<file path="config.mk">
export PLATFORM = sky130hd
export DESIGN_NAME = bbd_back
export DESIGN_NICKNAME = d
export VERILOG_FILES = /design/src/bbd_pkg.sv /design/src/bbd_back.sv
export SDC_FILE = /design/constraint.sdc
export NUM_CORES = 1
export LEC_CHECK = 0
export BUFFER_PORTS_ARGS = -buffer_cell sky130_fd_sc_hd__buf_2
export CORE_MARGIN = 3
export CORE_UTILIZATION = 57
export CTS_CLUSTER_SIZE = 28
export DETAILED_ROUTE_END_ITERATION = 8
export PLACE_DENSITY_LB_ADDON = 0.1
export SLEW_MARGIN = 20
export SYNTH_ARGS = -nofsm -noshare
export SYNTH_HDL_FRONTEND = slang
export SYNTH_SLANG_ARGS = --single-unit
export TNS_END_PERCENT = 1
</file>
<file path="constraint.sdc">
create_clock -name i_clk -period 7.3 [get_ports i_clk]
set_clock_uncertainty 0.1 [all_clocks]
set_input_delay 1.46 -clock i_clk [delete_from_list [all_inputs] [get_ports i_clk]]
set_output_delay 1.46 -clock i_clk [all_outputs]
set_load 0.03 [all_outputs]
</file>
<file path="src/bbd_pkg.sv">
package bbd_pkg;

    localparam int LINE_DEPTH = 1024;
    localparam int COL_W      = $clog2(LINE_DEPTH);
    localparam int MAX_HEIGHT = 4096;
    localparam int ROW_W      = $clog2(MAX_HEIGHT);
    localparam int PIX_W      = 8;
    localparam int WIDTH_W    = 11;
    localparam int HEIGHT_W   = 13;

    localparam logic [WIDTH_W-1:0]  WIDTH_RST  = WIDTH_W'(390);
    localparam logic [HEIGHT_W-1:0] HEIGHT_RST = HEIGHT_W'(300);

    localparam int APB_AW = 3;
    localparam int APB_DW = 32;
    localparam logic REG_WIDTH  = 1'b0;
    localparam logic REG_HEIGHT = 1'b1;

    localparam int Q_DEPTH = 4;
    localparam int Q_PTR_W = $clog2(Q_DEPTH);
    localparam int Q_CNT_W = $clog2(Q_DEPTH + 1);

    localparam int N_EMIT = 4;
    localparam int EMIT_W = $clog2(N_EMIT);

    // bit 1 of an emit code: pixel of the current (last) row; bit 0: last column
    localparam logic [EMIT_W-1:0] EMIT_PREV_INNER = 2'd0;
    localparam logic [EMIT_W-1:0] EMIT_PREV_EDGE  = 2'd1;
    localparam logic [EMIT_W-1:0] EMIT_LAST_INNER = 2'd2;
    localparam logic [EMIT_W-1:0] EMIT_LAST_EDGE  = 2'd3;

    typedef logic [2:0][2:0][PIX_W-1:0] t_win;

    typedef struct packed {
        logic last_col;
        logic last_row;
        logic top_mirror;
        logic left_mirror;
        logic row_odd;
        logic col_odd;
    } t_flags;

    typedef struct packed {
        t_win   win;
        t_flags flags;
    } t_job;

    typedef struct packed {
        logic [COL_W-1:0] last_col;
        logic [ROW_W-1:0] last_row;
    } t_geom;

endpackage

</file>
<file path="src/bbd_back.sv">
module bbd_back (
    input  logic                      i_clk,
    input  logic                      i_rst_n,
    input  bbd_pkg::t_job             i_head,
    input  logic                      i_head_valid,
    output logic                      o_pop,
    output logic                      o_valid,
    input  logic                      i_ready,
    output logic [bbd_pkg::PIX_W-1:0] o_red_value,
    output logic [bbd_pkg::PIX_W-1:0] o_green_value,
    output logic [bbd_pkg::PIX_W-1:0] o_blue_value,
    output logic                      o_last_of_run,
    output logic                      o_frame_end
);
    import bbd_pkg::*;

    localparam logic [1:0] SITE_GR = 2'b00;
    localparam logic [1:0] SITE_R  = 2'b01;
    localparam logic [1:0] SITE_B  = 2'b10;
    localparam logic [1:0] SITE_GB = 2'b11;

    logic [N_EMIT-1:0] r_done;
    logic              r_valid;
    logic [PIX_W-1:0]  r_red;
    logic [PIX_W-1:0]  r_green;
    logic [PIX_W-1:0]  r_blue;
    logic              r_last;
    logic              r_fend;

    logic [N_EMIT-1:0] mask;
    logic [N_EMIT-1:0] pend;
    logic [N_EMIT-1:0] sel_oh;
    logic [N_EMIT-1:0] remaining;
    logic [EMIT_W-1:0] em;
    logic [1:0]        rt, rm, rb, cl, cm, cr;
    logic              odd_r, odd_c;
    logic [PIX_W-1:0]  ctr;
    logic [PIX_W:0]    hor_s, ver_s;
    logic [PIX_W+1:0]  dia_s, crs_s;
    logic [PIX_W-1:0]  n_red, n_green, n_blue;
    logic              advance;
    t_win              w;

    assign w    = i_head.win;
    assign mask = {i_head.flags.last_row && i_head.flags.last_col,
                   i_head.flags.last_row, i_head.flags.last_col, 1'b1};
    assign pend = mask & ~r_done;

    always_comb begin
        if (pend[0]) begin
            em = EMIT_PREV_INNER;
        end else if (pend[1]) begin
            em = EMIT_PREV_EDGE;
        end else if (pend[2]) begin
            em = EMIT_LAST_INNER;
        end else begin
            em = EMIT_LAST_EDGE;
        end
        sel_oh    = N_EMIT'(1) << em;
        remaining = pend & ~sel_oh;
    end

    always_comb begin
        if (em == EMIT_PREV_INNER || em == EMIT_PREV_EDGE) begin
            rt    = i_head.flags.top_mirror ? 2'd2 : 2'd0;
            rm    = 2'd1;
            rb    = 2'd2;
            odd_r = !i_head.flags.row_odd;
        end else begin
            rt    = 2'd1;
            rm    = 2'd2;
            rb    = 2'd1;
            odd_r = i_head.flags.row_odd;
        end
        if (em == EMIT_PREV_INNER || em == EMIT_LAST_INNER) begin
            cl    = i_head.flags.left_mirror ? 2'd2 : 2'd0;
            cm    = 2'd1;
            cr    = 2'd2;
            odd_c = !i_head.flags.col_odd;
        end else begin
            cl    = 2'd1;
            cm    = 2'd2;
            cr    = 2'd1;
            odd_c = i_head.flags.col_odd;
        end
    end

    always_comb begin
        ctr   = w[rm][cm];
        hor_s = {1'b0, w[rm][cl]} + {1'b0, w[rm][cr]};
        ver_s = {1'b0, w[rt][cm]} + {1'b0, w[rb][cm]};
        dia_s = {2'b0, w[rt][cl]} + {2'b0, w[rt][cr]}
              + {2'b0, w[rb][cl]} + {2'b0, w[rb][cr]};
        crs_s = {1'b0, ver_s} + {1'b0, hor_s};
        case ({odd_r, odd_c})
            SITE_R: begin
                n_red   = ctr;
                n_green = crs_s[PIX_W+1:2];
                n_blue  = dia_s[PIX_W+1:2];
            end
            SITE_B: begin
                n_red   = dia_s[PIX_W+1:2];
                n_green = crs_s[PIX_W+1:2];
                n_blue  = ctr;
            end
            SITE_GB: begin
                n_red   = ver_s[PIX_W:1];
                n_green = ctr;
                n_blue  = hor_s[PIX_W:1];
            end
            SITE_GR: begin
                n_red   = hor_s[PIX_W:1];
                n_green = ctr;
                n_blue  = ver_s[PIX_W:1];
            end
            default: begin
                n_red   = ctr;
                n_green = ctr;
                n_blue  = ctr;
            end
        endcase
    end

    assign advance = i_head_valid && (!r_valid || i_ready);
    assign o_pop   = advance && (remaining == '0);

    always_ff @(posedge i_clk) begin
        if (!i_rst_n) begin
            r_done  <= '0;
            r_valid <= 1'b0;
        end else begin
            if (advance) begin
                r_done  <= (remaining == '0) ? '0 : (r_done | sel_oh);
                r_valid <= 1'b1;
            end else if (i_ready) begin
                r_valid <= 1'b0;
            end
        end
        if (advance) begin
            r_red   <= n_red;
            r_green <= n_green;
            r_blue  <= n_blue;
            r_last  <= remaining == '0;
            r_fend  <= em == EMIT_LAST_EDGE;
        end
    end

    assign o_valid       = r_valid;
    assign o_red_value   = r_red;
    assign o_green_value = r_green;
    assign o_blue_value  = r_blue;
    assign o_last_of_run = r_last;
    assign o_frame_end   = r_fend;

endmodule

</file>
Yosys cells after proc, flatten, opt, wreduce, memory -nomap -nowiden
Index checks and enable logic that the tools add are counted.
W data, S select, Z words.

word-level totals
  register bits = 31
  bits of input ports = 82
  output and inout port bits = 28
  word-level logic and storage cells = 89

operators by class
  add/sub/neg operators = 6
  order comparisons = 6
  eq/ne operators = 6
  shifts and indexed selects = 1
  mux-type cells = 43
  bitwise logic cells = 5
  reductions and logical operators = 15

operators with widths
  kind                   count
  $bmux W24 S2           3
  $bmux W8 S2            9
  $mux W24               3
  $mux W8                9
  $pmux W8 S4            2
  $add A8 B8 Y9          3
  $mux W2                10
  $lt A2 B3 Y1 const B   6
  $pmux W8 S2            1
  $add A10 B8 Y10        1
  $add A9 B8 Y10         1
  $add A9 B9 Y10         1
  $and A4 B4 Y4          2
  $eq A2 B2 Y1 const B   4
  $not A4 Y4             2
  $mux W1                5
  $eq A2 B1 Y1 const B   2
  $logic_not A2 Y1       2
  $logic_not A4 Y1       1
  $mux W4                1
  $or A4 B4 Y4           1
  $reduce_or A2 Y1       2
  $shl A1 B2 Y4 const A  1
  $logic_and A1 B1 Y1    3
  other kinds (3)        7

Longest topological paths before layout
  depth after elaboration = 16
  depth in mapped cells = 20
  depth with buffers taken out = 18

Worst setup path before layout
No wires, ideal clock.

  path kind = input -> register
  start point = input port i_head[3] (netlist bit)
  end point = register r_red[7] (netlist: o_red_value[7]), data pin
  setup time = 274 ps
  arrival = 5231 ps
  data required time = 6926 ps
  slack = 1695 ps
  cell stages on the path = 18
  buffers on the path = 2
  cells stage by stage = buf_2 clkbuf_1 mux2_2 nand2_1 a21oi_1 a21oi_1 o21ai_0 fa_1 fa_1 nand2_1 nor3_1 fa_1 a21o_1 a21oi_1 nor2b_1 o31a_1 o31ai_1 a31oi_1

on the way
  longest elaborated chain between the ends = 10
  elaborated cells on any way between the ends = 15
  those cells by class = 4 x add/sub; 11 x mux

RTL lines
  what                                line                            RTL
  start, declared                     bbd_back.sv:4                   input bbd_pkg::t_job i_head,
  $mux W2 (*)                         bbd_back.sv:65                  rt = i_head.flags.top_mirror ? 2'd2 : 2'd0;
  $mux W2 (*)                         bbd_back.sv:64                  if (em == EMIT_PREV_INNER || em == EMIT_PREV_EDGE) begin
  $bmux W24 S2 (*)                    bbd_back.sv:91, bbd_back.sv:92
  $mux W24 (implied by the code) (*)  bbd_back.sv:91, bbd_back.sv:92
  $bmux W8 S2                         bbd_back.sv:92                  dia_s = {2'b0, w[rt][cl]} + {2'b0, w[rt][cr]}
  $mux W8 (implied by the code)       bbd_back.sv:92
  $add A8 B8 Y9                       bbd_back.sv:92
  $add A9 B8 Y10                      bbd_back.sv:93                  + {2'b0, w[rb][cl]} + {2'b0, w[rb][cr]};
  $add A10 B8 Y10                     bbd_back.sv:93
  $pmux W8 S4 (*)                     bbd_back.sv:95                  case ({odd_r, odd_c})
  net n_red[7]                        bbd_back.sv:40                  logic [PIX_W-1:0] n_red, n_green, n_blue;
  end signal, assigned                bbd_back.sv:140                 r_red <= n_red;
  end, declared                       bbd_back.sv:24                  logic [PIX_W-1:0] r_red;

The timed path passes the listed nets; every way through them passes the cells marked *. The select of a mux whose other input is x is not followed.
A chain may end at the register's enable or synchronous reset.

Worst setup path after layout
  start point = input port i_head[5] (netlist bit)
  end point = register r_green[6] (netlist: o_green_value[6]), data pin

on the way
  longest elaborated chain between the ends = 13
  elaborated cells on any way between the ends = 42
  those cells by class = 3 x add/sub; 5 x eq/ne; 27 x mux; 1 x bitwise; 6 x reduce/logical

RTL lines
  what                                                     line                                            RTL
  $and A4 B4 Y4 (*)                                        bbd_back.sv:47                                  assign pend = mask & ~r_done;
  $mux W2 (*)                                              bbd_back.sv:52                                  end else if (pend[1]) begin
  $mux W2 (*)                                              bbd_back.sv:50                                  if (pend[0]) begin
  $eq A2 B1 Y1 / $logic_not A2 Y1 (equally long branches)  bbd_back.sv:64, bbd_back.sv:75
  $logic_or A1 B1 Y1                                       bbd_back.sv:64
  $mux W2                                                  bbd_back.sv:64
  $bmux W24 S2 (on tied branches)                          bbd_back.sv:91, bbd_back.sv:89, bbd_back.sv:90
  $mux W24 (on tied branches)                              bbd_back.sv:91, bbd_back.sv:89, bbd_back.sv:90
  $bmux W8 S2 (on tied branches)                           bbd_back.sv:91, bbd_back.sv:90
  $mux W8 (on tied branches)                               bbd_back.sv:91, bbd_back.sv:90
  $add A8 B8 Y9 (on tied branches)                         bbd_back.sv:91, bbd_back.sv:90
  $add A9 B9 Y10                                           bbd_back.sv:94                                  crs_s = {1'b0, ver_s} + {1'b0, hor_s};
  $pmux W8 S2 (*)                                          bbd_back.sv:95
  net n_green[6]                                           bbd_back.sv:40
  end signal, assigned                                     bbd_back.sv:141                                 r_green <= n_green;
  end, declared                                            bbd_back.sv:25                                  logic [PIX_W-1:0] r_green;

Marked as above.

==> qor.json <==
{
  "drt-wirelength-per-cell": {"value": 17.3, "unit": "µm"},
  "required": {"value": 7.20, "unit": "ns"},
  "cts-root-buf": {"value": "clkbuf_8"},
  "clock-sinks": {"value": 31},
  "finalWorstSetupSlack": {"value": 1.44, "unit": "ns"},
  "slew_headroom": {"value": 43.8, "unit": "%"},
  "antenna_violating_nets_post_route": {"value": 0},
  "synth_cell_types": {"value": 59},
  "cts_inserted_buffers": {"value": 5},
  "post_synthesis_register_bit_count": {"value": 31},
  "die_y": {"value": 100, "unit": "µm"},
  "design_power_total": {"value": 0.00186, "unit": "W"},
  "run_status": {"value": "completed"},
  "diodes": {"value": 0},
  "worstPathCellList": {"value": "buf_2, and2b_4, o21ai_2, buf_4, mux4_2, nor2_1, a31oi_1, ha_1, nand3_1, o2111ai_1, o22ai_1, xnor2_1, ha_1, nor3_1, o211ai_1, nand2_1, xor2_1, o21ai_0"},
  "flow.area_growth_from_synthesis": {"value": 13.8, "unit": "%"},
  "dr.pass1.iters": {"value": 5},
  "cts_tree": {"value": "done"},
  "synth_area": {"value": 5070, "unit": "µm²"},
  "power_leakage": {"value": 2.68, "unit": "nW"},
  "dp_hpwl": {"value": 11500, "unit": "µm"},
  "initial_standard_cell_utilization_of_the_core": {"value": 60.2, "unit": "%"},
  "gp_congestion": {"value": 0.906},
  "grt_first_pass_wirelength": {"value": 23500, "unit": "µm"},
  "drt-total-wl": {"value": 14100, "unit": "µm"},
  "track_usage": {"value": 28.3, "unit": "%"},
  "setup_total_negative_slack": {"value": 0, "unit": "ns"},
  "final-setup-viol-count": {"value": 0},
  "ioPinCount": {"value": 110},
  "synth.net_count": {"value": 759},
  "clock_tree.buffer_depth": {"value": 2},
  "r2r.worst_path.cells": {"value": 17},
  "worst_path_most_repeated_cell": {"value": "ha_1"},
  "rows": {"value": 33},
  "cts-resized-gates": {"value": 0},
  "worstSetupStartpointType": {"value": "input port"},
  "yosysSeqAreaShare": {"value": 17.4, "unit": "%"},
  "wl_met3": {"value": 1040, "unit": "µm"},
  "hp-class": {"value": "reg2reg"},
  "critical_path.endpoint_type": {"value": "register"},
  "power.density_cell_area": {"value": 322, "unit": "nW/µm²"},
  "grt_setup_unrepaired": {"value": "no"},
  "die_width": {"value": 100, "unit": "µm"},
  "layout-drive-gt1-share": {"value": 21.4, "unit": "%"},
  "number_of_i_o_port_buffers": {"value": 109},
  "route.layer.met1.wl": {"value": 6380, "unit": "µm"},
  "initial_antenna_violation_count": {"value": 0},
  "synth_enable_flop_cells": {"value": 26},
  "yosysTopAreaCellShare": {"value": 15.4, "unit": "%"},
  "cts_setup_buffers": {"value": 0},
  "remaining_drcs": {"value": 0},
  "num_vias": {"value": 5018},
  "syn_area_per_cell": {"value": 8.13, "unit": "µm²"},
  "placeableCoreArea": {"value": 8420, "unit": "µm²"},
  "critical_path.max_stage_delay": {"value": 0.68, "unit": "ns"},
  "holdPathStages": {"value": 2},
  "cpMaxStageDelayCell": {"value": "o21ai_2"},
  "postSynth.asyncResetShare": {"value": 0, "unit": "%"},
  "detailedRoute.firstIterationViolations": {"value": 384},
  "critPathMaxFanout": {"value": 21},
  "post_drt_via_cell_ratio": {"value": 6.15},
  "timing.setup.critical_path_class": {"value": "in2reg"},
  "tightestPinTransition": {"value": 0.843, "unit": "ns"},
  "final_period_minus_worst_setup_slack": {"value": 5.86, "unit": "ns"},
  "yosysWarningCount": {"value": 0},
  "peakVddDrop": {"value": 0.124, "unit": "mV"},
  "post-route-period-util": {"value": 80.2, "unit": "%"},
  "grt_start_max_net_pins": {"value": 43},
  "highest-signal-layer": {"value": "met4"},
  "cp.arrival": {"value": 5.76, "unit": "ns"},
  "routed_wl_met2": {"value": 6440, "unit": "µm"},
  "cts_htree_levels": {"value": 2},
  "worst_setup_hold_path_clk_slew": {"value": 0.07, "unit": "ns"},
  "count_of_hold_buffers_inserted_by_post_cts_repair": {"value": 0},
  "dieArea": {"value": 10100, "unit": "µm²"},
  "ys_dominant_reg_cell": {"value": "edfxtp_1"},
  "first_global_vias": {"value": 4837},
  "maxClockFrequency": {"value": 0.171, "unit": "GHz"},
  "post_synth_main_area_contributors": {"value": "edfxtp_1 (15%), mux2i_1 (11%), ha_1 (8.6%), fa_1 (7.1%), nand2_1 (6.1%)"},
  "nets_final": {"value": 845},
  "dp_slack": {"value": 1.26, "unit": "ns"},
  "globalRouteOverflowTotal": {"value": 0},
  "insertion_delay": {"value": 0.28, "unit": "ns"},
  "timing.final.hold_violations": {"value": 0},
  "syn-instance-count": {"value": 624},
  "largest_area_contributor_in_the_netlist": {"value": "edfxtp_1"},
  "slew_violations": {"value": 0},
  "max_cap_viol_count": {"value": 0}
}
-- path summary, 6_finish.rpt --
check | start | endpoint | slack [ns]
worst max-delay path | i_head[5] | o_green_value[6] | 1.44
worst min-delay path | r_done[3] | r_done[3] | 0.45
worst max register to register | r_done[0] | o_green_value[6] | 1.95
worst min register to register | r_done[3] | r_done[3] | 0.45
-- registers in the layout, summed over array words and instances (netlist names) --
register,cells
o_blue_value,8
o_green_value,8
o_red_value,8
r_done,4
o_frame_end,1
o_last_of_run,1
o_valid,1
-- cells in the final DEF, fill, tap and decap left out, drive strengths merged, types with 6 or more instances in the layout --
master,n
buf,115
nand2,83
nor2,71
mux2i,57
a21oi,57
inv,35
ha,35
o21ai,29
edfxtp,26
fa,18
xnor2,15
a31oi,12
mux4,12
xor2,11
nor3,9
o21bai,9
o21a,8
nand3,8
a221oi,8
a211oi,6
a222oi,6
clkbuf,6
-- per-layer routing --
layer / GRT usage, % / up-vias
met2: 45.2 / 232
li1: - / 2444
met3: 2.71 / 25
met4: 7.88 / 0
met1: 40.9 / 2317
met5: 0 / -
-- cells in the mapped netlist (all sizes together), types with 5 or more instances --
cell / count
o21ai: 29
a221oi: 8
a21oi: 57
edfxtp: 26
nor2: 71
nand2b: 5
xnor2: 15
a21boi: 5
o21a: 8
mux2: 5
inv: 35
clkbuf: 22
a211oi: 6
a222oi: 6
xor2: 11
a31oi: 12
mux2i: 57
ha: 35
nor2b: 5
mux4: 12
o21bai: 9
nand2: 83
o211ai: 5
fa: 18
buf: 14
nor3: 9
dfxtp: 5
nand3: 8
-- area by class of cell --
class                   instances  area, µm²
multi-input cells             522       3920
flip-flops and latches         31        881
fillers                       708       2650
clock inverters                 2       35.0
inverters                      35        131
clock buffers                   6       82.6
well taps                     105        131
repair buffers                115        591
-- metrics by stage --
| stage | cells | util (%) | hold WS (ns) | instance area, µm² |
|---|---|---|---|---|
| floorplan | 624 | - | 0.373 | 5070 |
| global placement | 808 | 67.1 | 0.418 | 5650 |
| detailed placement | 808 | 67.1 | 0.431 | 5650 |
| CTS | 816 | 68.5 | 0.446 | 5770 |
| global route | 816 | 68.5 | 0.492 | 5770 |
| finish | 816 | 68.5 | 0.450 | 5770 |
-- critical path: cells and delay by family --
| family | cells | cell delay [ns] |
|---|---|---|
| simple gates | 5 | 0.81 |
| fa+ha+maj | 2 | 0.62 |
| mux | 1 | 0.36 |
| buf+inv | 2 | 0.52 |
| xor+xnor | 2 | 0.30 |
| compound gates | 6 | 1.66 |
-- logic make-up after synthesis --
group	count (synthesis)	share of synthesized area, %
multiplexers	74	17.7
flip-flops	31	17.4
adder cells (fa/ha/maj)	53	15.7
AO/OA/AOI/OAI	171	21.8
XOR/XNOR	26	4.49
AND/OR/NAND/NOR	198	17.1
buffers and inverters	71	5.77
-- report_power, final --
part	internal [W]	switching, W	total, W
Clock	0.000110	0.0000628	0.000173
Sequential	0.000280	0.0000147	0.000294
Combinational	0.000552	0.000837	0.00139
Total	0.000942	0.000915	0.00186
No activity file was read; power rests on OpenSTA's default activity.
