==> config.mk <==
export PLATFORM = sky130hd
export DESIGN_NAME = bbd_queue
export DESIGN_NICKNAME = d
export VERILOG_FILES = /design/src/bbd_pkg.sv /design/src/bbd_queue.sv
export SDC_FILE = /design/constraint.sdc
export NUM_CORES = 1
export LEC_CHECK = 0
export BUFFER_PORTS_ARGS = -buffer_cell sky130_fd_sc_hd__buf_4
export CELL_PAD_IN_SITES_DETAIL_PLACEMENT = 0
export CELL_PAD_IN_SITES_GLOBAL_PLACEMENT = 2
export CORE_MARGIN = 2
export CORE_UTILIZATION = 47
export CTS_BUF_LIST = sky130_fd_sc_hd__clkbuf_2 sky130_fd_sc_hd__clkbuf_4 sky130_fd_sc_hd__clkbuf_8
export DETAILED_ROUTE_END_ITERATION = 7
export GPL_TIMING_DRIVEN = 0
export PLACE_DENSITY = 0.89
export SYNTH_ARGS = -nofsm -noshare
export SYNTH_HDL_FRONTEND = slang
export SYNTH_SLANG_ARGS = --single-unit
==> constraint.sdc <==
create_clock -name i_clk -period 4 [get_ports i_clk]
set_clock_uncertainty 0.15 [all_clocks]
set_input_delay 0.4 -clock i_clk [delete_from_list [all_inputs] [get_ports i_clk]]
set_output_delay 0.4 -clock i_clk [all_outputs]
set_load 0.03 [all_outputs]
==> src/bbd_pkg.sv <==
package bbd_pkg;

    localparam int LINE_DEPTH = 1024;
    localparam int COL_W      = $clog2(LINE_DEPTH);
    localparam int MAX_HEIGHT = 4096;
    localparam int ROW_W      = $clog2(MAX_HEIGHT);
    localparam int PIX_W      = 8;
    localparam int WIDTH_W    = 11;
    localparam int HEIGHT_W   = 13;

    localparam logic [WIDTH_W-1:0]  WIDTH_RST  = WIDTH_W'(390);
    localparam logic [HEIGHT_W-1:0] HEIGHT_RST = HEIGHT_W'(300);

    localparam int APB_AW = 3;
    localparam int APB_DW = 32;
    localparam logic REG_WIDTH  = 1'b0;
    localparam logic REG_HEIGHT = 1'b1;

    localparam int Q_DEPTH = 4;
    localparam int Q_PTR_W = $clog2(Q_DEPTH);
    localparam int Q_CNT_W = $clog2(Q_DEPTH + 1);

    localparam int N_EMIT = 4;
    localparam int EMIT_W = $clog2(N_EMIT);

    // bit 1 of an emit code: pixel of the current (last) row; bit 0: last column
    localparam logic [EMIT_W-1:0] EMIT_PREV_INNER = 2'd0;
    localparam logic [EMIT_W-1:0] EMIT_PREV_EDGE  = 2'd1;
    localparam logic [EMIT_W-1:0] EMIT_LAST_INNER = 2'd2;
    localparam logic [EMIT_W-1:0] EMIT_LAST_EDGE  = 2'd3;

    typedef logic [2:0][2:0][PIX_W-1:0] t_win;

    typedef struct packed {
        logic last_col;
        logic last_row;
        logic top_mirror;
        logic left_mirror;
        logic row_odd;
        logic col_odd;
    } t_flags;

    typedef struct packed {
        t_win   win;
        t_flags flags;
    } t_job;

    typedef struct packed {
        logic [COL_W-1:0] last_col;
        logic [ROW_W-1:0] last_row;
    } t_geom;

endpackage

==> src/bbd_queue.sv <==
module bbd_queue (
    input  logic                        i_clk,
    input  logic                        i_rst_n,
    input  logic                        i_push,
    input  bbd_pkg::t_job               i_job,
    input  logic                        i_pop,
    output bbd_pkg::t_job               o_head,
    output logic [bbd_pkg::Q_CNT_W-1:0] o_count
);
    import bbd_pkg::*;

    t_job               r_mem [Q_DEPTH];
    logic [Q_PTR_W-1:0] r_wr;
    logic [Q_PTR_W-1:0] r_rd;
    logic [Q_CNT_W-1:0] r_cnt;

    always_ff @(posedge i_clk) begin
        if (i_push) begin
            r_mem[r_wr] <= i_job;
        end
    end

    always_ff @(posedge i_clk) begin
        if (!i_rst_n) begin
            r_wr  <= '0;
            r_rd  <= '0;
            r_cnt <= '0;
        end else begin
            if (i_push) begin
                r_wr <= r_wr + Q_PTR_W'(1);
            end
            if (i_pop) begin
                r_rd <= r_rd + Q_PTR_W'(1);
            end
            r_cnt <= r_cnt + Q_CNT_W'(i_push) - Q_CNT_W'(i_pop);
        end
    end

    assign o_head  = r_mem[r_rd];
    assign o_count = r_cnt;

endmodule

; Word level (Yosys, flattened, before mapping)
; Memories as Yosys holds them, arrays and structs flattened. A register that Yosys moved wholly into a read port is not among the register bits.
; Cells that the tools add are included.
[word_totals]
reg_bits = 7
latchBits = 0
ram_bits = 312
mem_bits_ro = 0
output_inout_bits = 81
n_memories = 1
[memory_table]
columns = memory, words, word_bits, rd, rd_clocked_by_memory_dff, wr, line
row1 = r_mem, 4, 78, 1, 1, 1, bbd_queue.sv:12  ; t_job r_mem [Q_DEPTH];
[op_classes]
add_sub_neg = 4
n_mul = 0
n_div = 0
order_cmp = 0
n_eq_ne = 0
shifts = 0
muxes = 4
bitwise_logic = 0
reduce_logical = 0
[ops]
columns = operator, count
row1 = adder 2 x 1 -> 2 bit (second input constant), 2
row2 = 2-to-1 mux 2 bit, 2
row3 = adder 3 x 1 -> 3 bit, 1
row4 = subtractor 3 x 1 -> 3 bit, 1
row5 = 2-to-1 mux 1 bit, 2

; Depth between registers and ports, before layout
; Gate-level depths: netlist of the first run.
[logic_depth]
depth_word = 3
mapped_depth = 7

; Least setup slack after synthesis of the first run
; No wires, ideal clock.
[synth_path]
kind = reg-to-reg
from = register r_wr[0]
to = memory r_mem[0][0] (netlist name) (enable)
t_arrival_ns = 2.361
t_required_ns = 3.405
path_slack_ns = 1.044
path_stages_with_launch = 4
path_buffers = 0
path_cell_list = dfxtp_1 inv_1 ha_1 and2_1
[synth_rtl]
columns = item, line
row1 = start: declaration, bbd_queue.sv:13  ; logic [Q_PTR_W-1:0] r_wr;
row2 = start signal: assignment, bbd_queue.sv:30  ; r_wr <= r_wr + Q_PTR_W'(1);
row3 = end: declaration, bbd_queue.sv:12
; Straight into the memory's write port.

==> results of run 1 <==
## registers in the layout (all words and copies together), names as in the netlist, named ones only
| signal | count |
|---|---|
| r_rd | 2 |
| r_mem | 312 |
| r_wr | 2 |
| o_count | 3 |
## cells in the mapped netlist
master                     count  share of area [%]
sky130_fd_sc_hd__edfxtp_1    312                 80
sky130_fd_sc_hd__mux4_2       78                 15
sky130_fd_sc_hd__dfxtp_1       9                1.5
sky130_fd_sc_hd__inv_1         7               0.22
sky130_fd_sc_hd__and2_1        6               0.32
sky130_fd_sc_hd__ha_1          6               0.64
sky130_fd_sc_hd__buf_4         5               0.32
sky130_fd_sc_hd__clkbuf_1      5               0.16
sky130_fd_sc_hd__nor2_1        5               0.16
sky130_fd_sc_hd__buf_2         4               0.17
sky130_fd_sc_hd__buf_12        3               0.51
sky130_fd_sc_hd__xnor2_1       2               0.15
sky130_fd_sc_hd__a21bo_2       1              0.086
sky130_fd_sc_hd__a21oi_1       1              0.043
sky130_fd_sc_hd__buf_6         1              0.096
sky130_fd_sc_hd__fa_1          1               0.17
sky130_fd_sc_hd__mux2i_1       1              0.086
sky130_fd_sc_hd__nand3b_1      1              0.064
sky130_fd_sc_hd__xor3_1        1               0.20
## placed cells by master (no fill, tap or decap), types with 5 or more instances in the layout
| cell | count |
|---|---|
| sky130_fd_sc_hd__buf_4 | 167 |
| sky130_fd_sc_hd__clkbuf_1 | 5 |
| sky130_fd_sc_hd__clkbuf_4 | 14 |
| sky130_fd_sc_hd__clkbuf_8 | 52 |
| sky130_fd_sc_hd__clkinv_1 | 14 |
| sky130_fd_sc_hd__clkinv_2 | 10 |
| sky130_fd_sc_hd__dfxtp_1 | 9 |
| sky130_fd_sc_hd__dlygate4sd3_1 | 79 |
| sky130_fd_sc_hd__edfxtp_1 | 312 |
| sky130_fd_sc_hd__ha_1 | 6 |
| sky130_fd_sc_hd__inv_1 | 7 |
| sky130_fd_sc_hd__mux4_2 | 78 |
| sky130_fd_sc_hd__nor2_1 | 5 |
## worst max-delay path: stages, from the launching register on
cell and delay, ns:
sky130_fd_sc_hd__dfxtp_1 0.30, sky130_fd_sc_hd__buf_2 0.25, sky130_fd_sc_hd__clkbuf_1 0.66, sky130_fd_sc_hd__mux4_2 0.44
sky130_fd_sc_hd__buf_4 0.19
## cell type report
type | instances | area [µm²]
clock inverters | 28 | 156
plain buffers | 18 | 148
inverters | 7 | 26.3
well taps | 324 | 405
clock buffers | 66 | 821
flip-flops and latches | 321 | 9550
repair buffers | 245 | 2120
multi-input cells | 103 | 1990
fillers | 1697 | 9180
## report_power, final
group,switching (mW),total [mW],internal (mW)
clock,1.21,2.62,1.41
sequential,0.0413,3.91,3.87
combinational,0.595,1.09,0.493
## how the worst min path moves through the flow
stage | slack (ns) | to
global placement | 0.36 | r_rd[1]
CTS | 0.003 | register
detailed placement | 0.38 | r_rd[1]
floorplan | 0.35 | r_mem[0][0]
global route | 0.02 | r_wr[0]
finish | 0.04 | r_wr[1]
## what timing repair did
action | CTS | global route
setup buffers | 0 | 0
hold buffers | 79 | 0
hold endpoints to repair | 314 | 0
## layer usage
layer  vias up  part of all wire [%]
met2       181                    53
met5         -                     0
met3        36                   6.1
li1       2525                     -
met4         0                   1.8
met1      2908                    39
## kinds of logic after synthesis
| logic type | count (synthesis) | synth area share (%) |
|---|---|---|
| AO/OA/AOI/OAI | 2 | 0.128 |
| XOR/XNOR | 3 | 0.353 |
| adder cells (fa/ha/maj) | 7 | 0.812 |
| buffers and inverters | 25 | 1.49 |
| flip-flops | 321 | 81.6 |
| multiplexers | 79 | 15.1 |
| AND/OR/NAND/NOR | 12 | 0.545 |
==> impl_results.rst, run 1 <==
.. list-table::
   :header-rows: 1

   * - Metric
     - Value
   * - GR Layer Usage met2
     - 30.3%
   * - Static leakage
     - between 5 and 6 nW
   * - Final core occ
     - between 60% and 70%
   * - Required time reported for the critical path endpoint
     - around 3.5 ns
   * - Global-route wire length before repair
     - roughly 34 mm
   * - DP Area
     - between 0.01 and 0.015 mm²
   * - DRT Pass-1 Iters
     - 4
   * - Post-layout instance count excluding filler cells
     - 1112
   * - Crit end category
     - output port
   * - Highest achievable clock rate
     - 342 MHz
   * - Pwr/cell area
     - about 500 mW/mm²
   * - Via Count
     - approximately 5700
   * - # setup viols final
     - 0
   * - Number of buffers added on ports
     - approximately 160
   * - Critical path destination
     - o_head[25]
   * - Post-Synthesis Cells
     - approximately 450
   * - Fraction of the yosys area taken by sequential cells
     - roughly 82%
   * - Syn_area_per_cell
     - between 20 and 30 µm²
   * - Clock tree from TritonCTS
     - done
   * - Die Y-Extent
     - about 160 µm
   * - Reg-to-reg slack, setup
     - between 2 and 2.5 ns
   * - Top Ports
     - between 150 and 200
   * - Final number of hold-violating endpoints
     - 0
   * - DRC violation count after routing
     - 0
   * - Via density per instance
     - roughly 5.1
   * - Kind of critical path
     - reg -> out
   * - Starting Density
     - approximately 48%
   * - Floorplan Core Area
     - 0.0244 mm²
   * - Full die area
     - roughly 0.026 mm²
   * - Synth cell types
     - 19
   * - Total number of placement rows
     - 57
   * - Post-layout total power
     - between 7 and 8 mW
   * - Number of gates given a new drive strength after cts
     - 0
   * - # Max-Cap Violations
     - 0
   * - Setup TNS
     - 0 ns
   * - Met1 usage
     - a little over a fifth
   * - Number of antenna violations at the first check in global routing
     - 0
   * - Diodes inserted
     - 0
   * - Depth of the CTS H-tree
     - 2
   * - Total number of nets in the final design
     - between 800 and 900
   * - Routing usage on met3
     - between 4 and 5%
   * - Longest Clk Path Bufs
     - 3
   * - Transition at the pin with the smallest max-transition slack
     - a little over 0.8 ns
   * - Start of the worst register-to-register path
     - r_wr[0]
   * - Largest net degree at the start of global routing
     - 45
   * - Initial DRC count
     - between 200 and 300
   * - YS warnings
     - 0
   * - Hold crit path type
     - in -> reg
   * - Maximum net fanout on the critical path
     - 10
   * - Horiz. Die Dim
     - between 150 and 200 µm
   * - CP Launch Type
     - register
   * - Number of nets produced by synthesis
     - around 540
   * - Global router's overall resource usage
     - about 17%
   * - Fraction of layout cells with a size suffix above 1
     - a little over two fifths
   * - Hold Path Stages
     - 3
   * - Worst-Skew Late Latency
     - 0.54 ns
   * - Hold WS
     - between 0.04 and 0.05 ns
   * - Worst Slack Setup Final
     - 1.08 ns
   * - Headroom to the max-slew limit
     - 45.1%
   * - Final critical-path required period
     - a little under 3 ns
   * - Post-route design area
     - ~0.015 mm²
   * - Final max-slew violation count
     - 0
   * - Root buf cell
     - sky130_fd_sc_hd__clkbuf_8
   * - Layout Area Growth over Synthesis
     - 30.0%
   * - Outcome
     - completed
   * - Number of storage elements in the synthesis netlist
     - ~320
   * - Per-cell routed wire length
     - roughly 20 µm
   * - Inserted Clock Buffers
     - 51
   * - CTS clk-pin slew, worst paths
     - approximately 0.060 ns
   * - CP arrival
     - between 2 and 2.5 ns
   * - VDD IR-drop max
     - 350 µV
   * - Post-Place Cells
     - between 900 and 1000
   * - Startpoint of the lowest-slack hold path
     - i_push
   * - R2r endpoint
     - r_mem[2][76]
   * - Routed wire length
     - approximately 22 mm
   * - Share of the clock period used by the worst path after layout
     - 73.1%
   * - Synth Cell Area
     - 0.0117 mm²
   * - # clock sinks
     - around 320
   * - Post-Place Setup Slack
     - ~1.6 ns
   * - Weighted congestion at the end of routability-driven global placement
     - around 0.74
   * - Antenna-violating nets left
     - 0
   * - Most Used Layer, Global Route
     - met2
   * - Unrepaired setup endpoints after global routing
     - false
   * - Vias in the first global route
     - 6285
   * - HPWL after detailed placement
     - roughly 13 mm
   * - Gr ovfl total
     - 0
   * - Worst-case reg-to-reg path depth
     - 4
No activity file was read; power rests on OpenSTA's default activity.
==> inputs of run 2 (changes only) <==
--- a/config.mk
+++ b/config.mk
@@ -9,11 +9,11 @@
 export CELL_PAD_IN_SITES_DETAIL_PLACEMENT = 0
 export CELL_PAD_IN_SITES_GLOBAL_PLACEMENT = 2
 export CORE_MARGIN = 2
-export CORE_UTILIZATION = 47
+export CORE_UTILIZATION = 42
 export CTS_BUF_LIST = sky130_fd_sc_hd__clkbuf_2 sky130_fd_sc_hd__clkbuf_4 sky130_fd_sc_hd__clkbuf_8
 export DETAILED_ROUTE_END_ITERATION = 7
 export GPL_TIMING_DRIVEN = 0
-export PLACE_DENSITY = 0.89
+export PLACE_DENSITY = 0.84
 export SYNTH_ARGS = -nofsm -noshare
 export SYNTH_HDL_FRONTEND = slang
 export SYNTH_SLANG_ARGS = --single-unit
==> constraint.sdc (replaced) <==
create_clock -name i_clk -period 2.4 [get_ports i_clk]
set_clock_uncertainty 0.15 [all_clocks]
set_input_delay 0.24 -clock i_clk [delete_from_list [all_inputs] [get_ports i_clk]]
set_output_delay 0.24 -clock i_clk [all_outputs]
set_load 0.03 [all_outputs]
==> run 2 against run 1 <==
  * The run now ends with negative setup slack left
  * Via count grew 0.90%
  * Setup slack got worse by 1.1 ns
  * Power is 71% higher
  * Design area is 3.9% higher
  * Critical path type unchanged
  * Critical endpoint is now o_head[61]
  * Largest cell class unchanged
  * Highest routed layer unchanged
==> impl_results.rst, run 2 (synthesis results as in run 1) <==
.. list-table::
   :header-rows: 1

   * - Metric
     - Value
   * - CP arrival
     - 2.02 ns (-0.35 ns)
   * - Violated checks
     - negative setup slack
   * - Horiz. Die Dim
     - 171 µm (+5.6%)
   * - Inserted Clock Buffers
     - 51 (unchanged)
   * - Gr ovfl total
     - 0 (unchanged)
   * - CP Launch Type
     - register
   * - Worst-Skew Late Latency
     - 0.55 ns (about the same)
   * - Top Ports
     - 163 (unchanged)
   * - # setup viols final
     - 6 (+6)
   * - Hold Path Stages
     - 2 (-1)
   * - Fraction of power spent switching nets
     - 23.7% (-0.51 points)
   * - Final core occ
     - 57.2% (-5.2 points)
   * - Vias in the first global route
     - 6357 (+1.1%)
   * - Largest reg by FF count
     - r_mem
   * - Sequential share of power
     - 49.9% (-1.4 points)
   * - Logic pwr share
     - 15.4% (+1.1 points)
   * - Largest net degree at the start of global routing
     - 53 (+18%)
   * - Transition at the pin with the smallest max-transition slack
     - 0.584 ns (-0.240 ns)
   * - Post-Place Cells
     - 993 (+5.8%)
   * - Root buf cell
     - sky130_fd_sc_hd__clkbuf_8
   * - Top library cells by usage in the layout, fill and taps aside
     - sky130_fd_sc_hd__edfxtp_1 (312), sky130_fd_sc_hd__buf_4 (114), sky130_fd_sc_hd__dlygate4sd3_1 (81)
   * - Per-cell routed wire length
     - 19.1 µm (-5.3%)
   * - Diodes inserted
     - 0 (unchanged)
   * - Longest Clk Path Bufs
     - 3 (unchanged)
   * - Most common library cell in the layout ignoring fill and taps
     - sky130_fd_sc_hd__edfxtp_1
   * - VDD IR-drop max
     - 741 µV (+110%)
   * - Routed wire length
     - 22.5 mm (+0.54%)
   * - Static leakage
     - 5.49 nW (+4.3%)
   * - Relative contribution of the clock network to total power
     - 34.7% (+0.3 points)
   * - Startpoint of the lowest-slack hold path
     - i_job[18]
   * - Via density per instance
     - 4.83 (-5.0%)
   * - Initial DRC count
     - 393 (+32%)
   * - Start of the worst register-to-register path
     - r_wr[0]
   * - Number of antenna violations at the first check in global routing
     - 0 (unchanged)
   * - Total number of placement rows
     - 61 (+7.0%)
   * - Reg-to-reg slack, setup
     - 0.46 ns (-1.58 ns)
   * - Worst Slack Setup Final
     - -0.00969 ns (-1.09 ns)
   * - Final number of hold-violating endpoints
     - 0 (unchanged)
   * - Highest achievable clock rate
     - 415 MHz
   * - Starting Density
     - 42.4% (-5.6 points)
   * - Required time reported for the critical path endpoint
     - 2.01 ns (-1.44 ns)
   * - DRC violation count after routing
     - 0 (unchanged)
   * - CTS clk-pin slew, worst paths
     - 0.06 ns (about the same)
   * - Internal power
     - 9.95 mW (+72%)
   * - Outcome
     - finished with violations
   * - Die Y-Extent
     - 171 µm (+5.6%)
   * - # clock sinks
     - 321 (unchanged)
   * - Kind of critical path
     - reg -> out
   * - Maximum net fanout on the critical path
     - 7 (-3)
   * - Final critical-path required period
     - roughly 2.4 ns
   * - Sw power
     - 3.09 mW (+68%)
   * - # Max-Cap Violations
     - 0 (unchanged)
   * - Unrepaired setup endpoints after global routing
     - true
   * - Weighted congestion at the end of routability-driven global placement
     - 0.723 (-3.0%)
   * - Via Count
     - 5701 (+0.90%)
   * - Final max-slew violation count
     - 0 (unchanged)
   * - Largest register FFs
     - 312 (unchanged)
   * - Pwr/cell area
     - 825 mW/mm² (+65%)
   * - HPWL after detailed placement
     - 13.0 mm (-1.4%)
   * - Antenna-violating nets left
     - 0 (unchanged)
   * - Share of the clock period used by the worst path after layout
     - 100%
   * - Global router's overall resource usage
     - 15.5% (-1.7 points)
   * - Number of buffers added on ports
     - 162 (unchanged)
   * - Depth of the CTS H-tree
     - 2 (unchanged)
   * - Crit end category
     - output port
   * - Full die area
     - 0.0292 mm² (+12%)
   * - Clock tree from TritonCTS
     - done
   * - Post-layout total power
     - 13.0 mW (+71%)
   * - Global-route wire length before repair
     - 34.1 mm (-0.70%)
   * - Fraction of layout cells with a size suffix above 1
     - 45.0% (+1.6 points)
   * - Headroom to the max-slew limit
     - 61.1% (+16 points)
   * - Total number of nets in the final design
     - 850 (+1.7%)
   * - DRT Pass-1 Iters
     - 4 (unchanged)
   * - Post-layout instance count excluding filler cells
     - 1181 (+6.2%)
   * - Floorplan Core Area
     - 0.0276 mm² (+13%)
   * - Layout Area Growth over Synthesis
     - 35.0%
   * - Worst-case reg-to-reg path depth
     - 4 (unchanged)
   * - Hold crit path type
     - in -> reg
## run 2: cell types whose count changed in the layout (fill, tap and decap cells not counted), moves of 5 or more
cell and delta:
sky130_fd_sc_hd__buf_4 -53, sky130_fd_sc_hd__clkbuf_4 +5, sky130_fd_sc_hd__buf_6 +60, sky130_fd_sc_hd__clkbuf_1 -5
## run 2: through the flow
stage          TNS [ns]  hold WS, ns  area (µm²)  setup WS [ns]
6_report        -0.0374        0.287       15800       -0.00969
5_1_grt           -3.06        0.241       15800         -0.119
4_1_cts          -0.849        0.238       15700        -0.0670
3_5_place_dp          0        0.294       13500          0.261
3_3_place_gp    -128.29        0.289       13400         -0.425
2_1_floorplan         0        0.189       11700          0.300
## run 2: layout make-up
cell class              instances  area, µm²
plain buffers                  17        203
clock buffers                  74        906
clock inverters                21        113
fillers                      2081      11800
inverters                       7       26.3
multi-input cells             103       1990
flip-flops and latches        321       9550
well taps                     378        473
repair buffers                260       2540
## run 2: metal layers
metal	track usage, %	wire [µm]	vias up
met5	0	0	-
met4	4.50	372	0
met3	3.91	1260	37
met2	27.0	11500	159
met1	19.4	9380	2947
li1	-	-	2558
## run 2: power groups by stage
stage	Clock, mW	Sequential [mW]	Combinational [mW]
6_report	4.52	6.51	2.01
3_5_place_dp	0	6.63	1.73
4_1_cts	4.67	6.51	2.00
2_1_floorplan	0	6.64	1.03
5_1_grt	4.91	6.53	2.13
3_3_place_gp	0	6.62	1.67
## run 2: worst paths after layout
path,end
worst min-delay path,r_mem[1][18]
worst max-delay path,o_head[61]
worst max register to register,r_mem[2][70]
worst min register to register,r_rd[1]
## run 2: what timing repair did
| action | 4_1_cts | 5_1_grt |
|---|---|---|
| gates cloned | 3 | 1 |
| hold buffers | 81 | 0 |
| gates resized for setup | 63 | 25 |
| buffers inserted | 9 | 1 |
| endpoints found under the hold margin | 321 | 0 |
| endpoints found under the setup margin | 70 | 78 |
## run 2: worst max-delay path, cell delays in order, from the launching register on
cell and delay (ns):
sky130_fd_sc_hd__dfxtp_2 0.33, sky130_fd_sc_hd__buf_8 0.13, sky130_fd_sc_hd__buf_12 0.14, sky130_fd_sc_hd__buf_12 0.11, sky130_fd_sc_hd__buf_16 0.11, sky130_fd_sc_hd__mux4_2 0.50, sky130_fd_sc_hd__buf_6 0.15
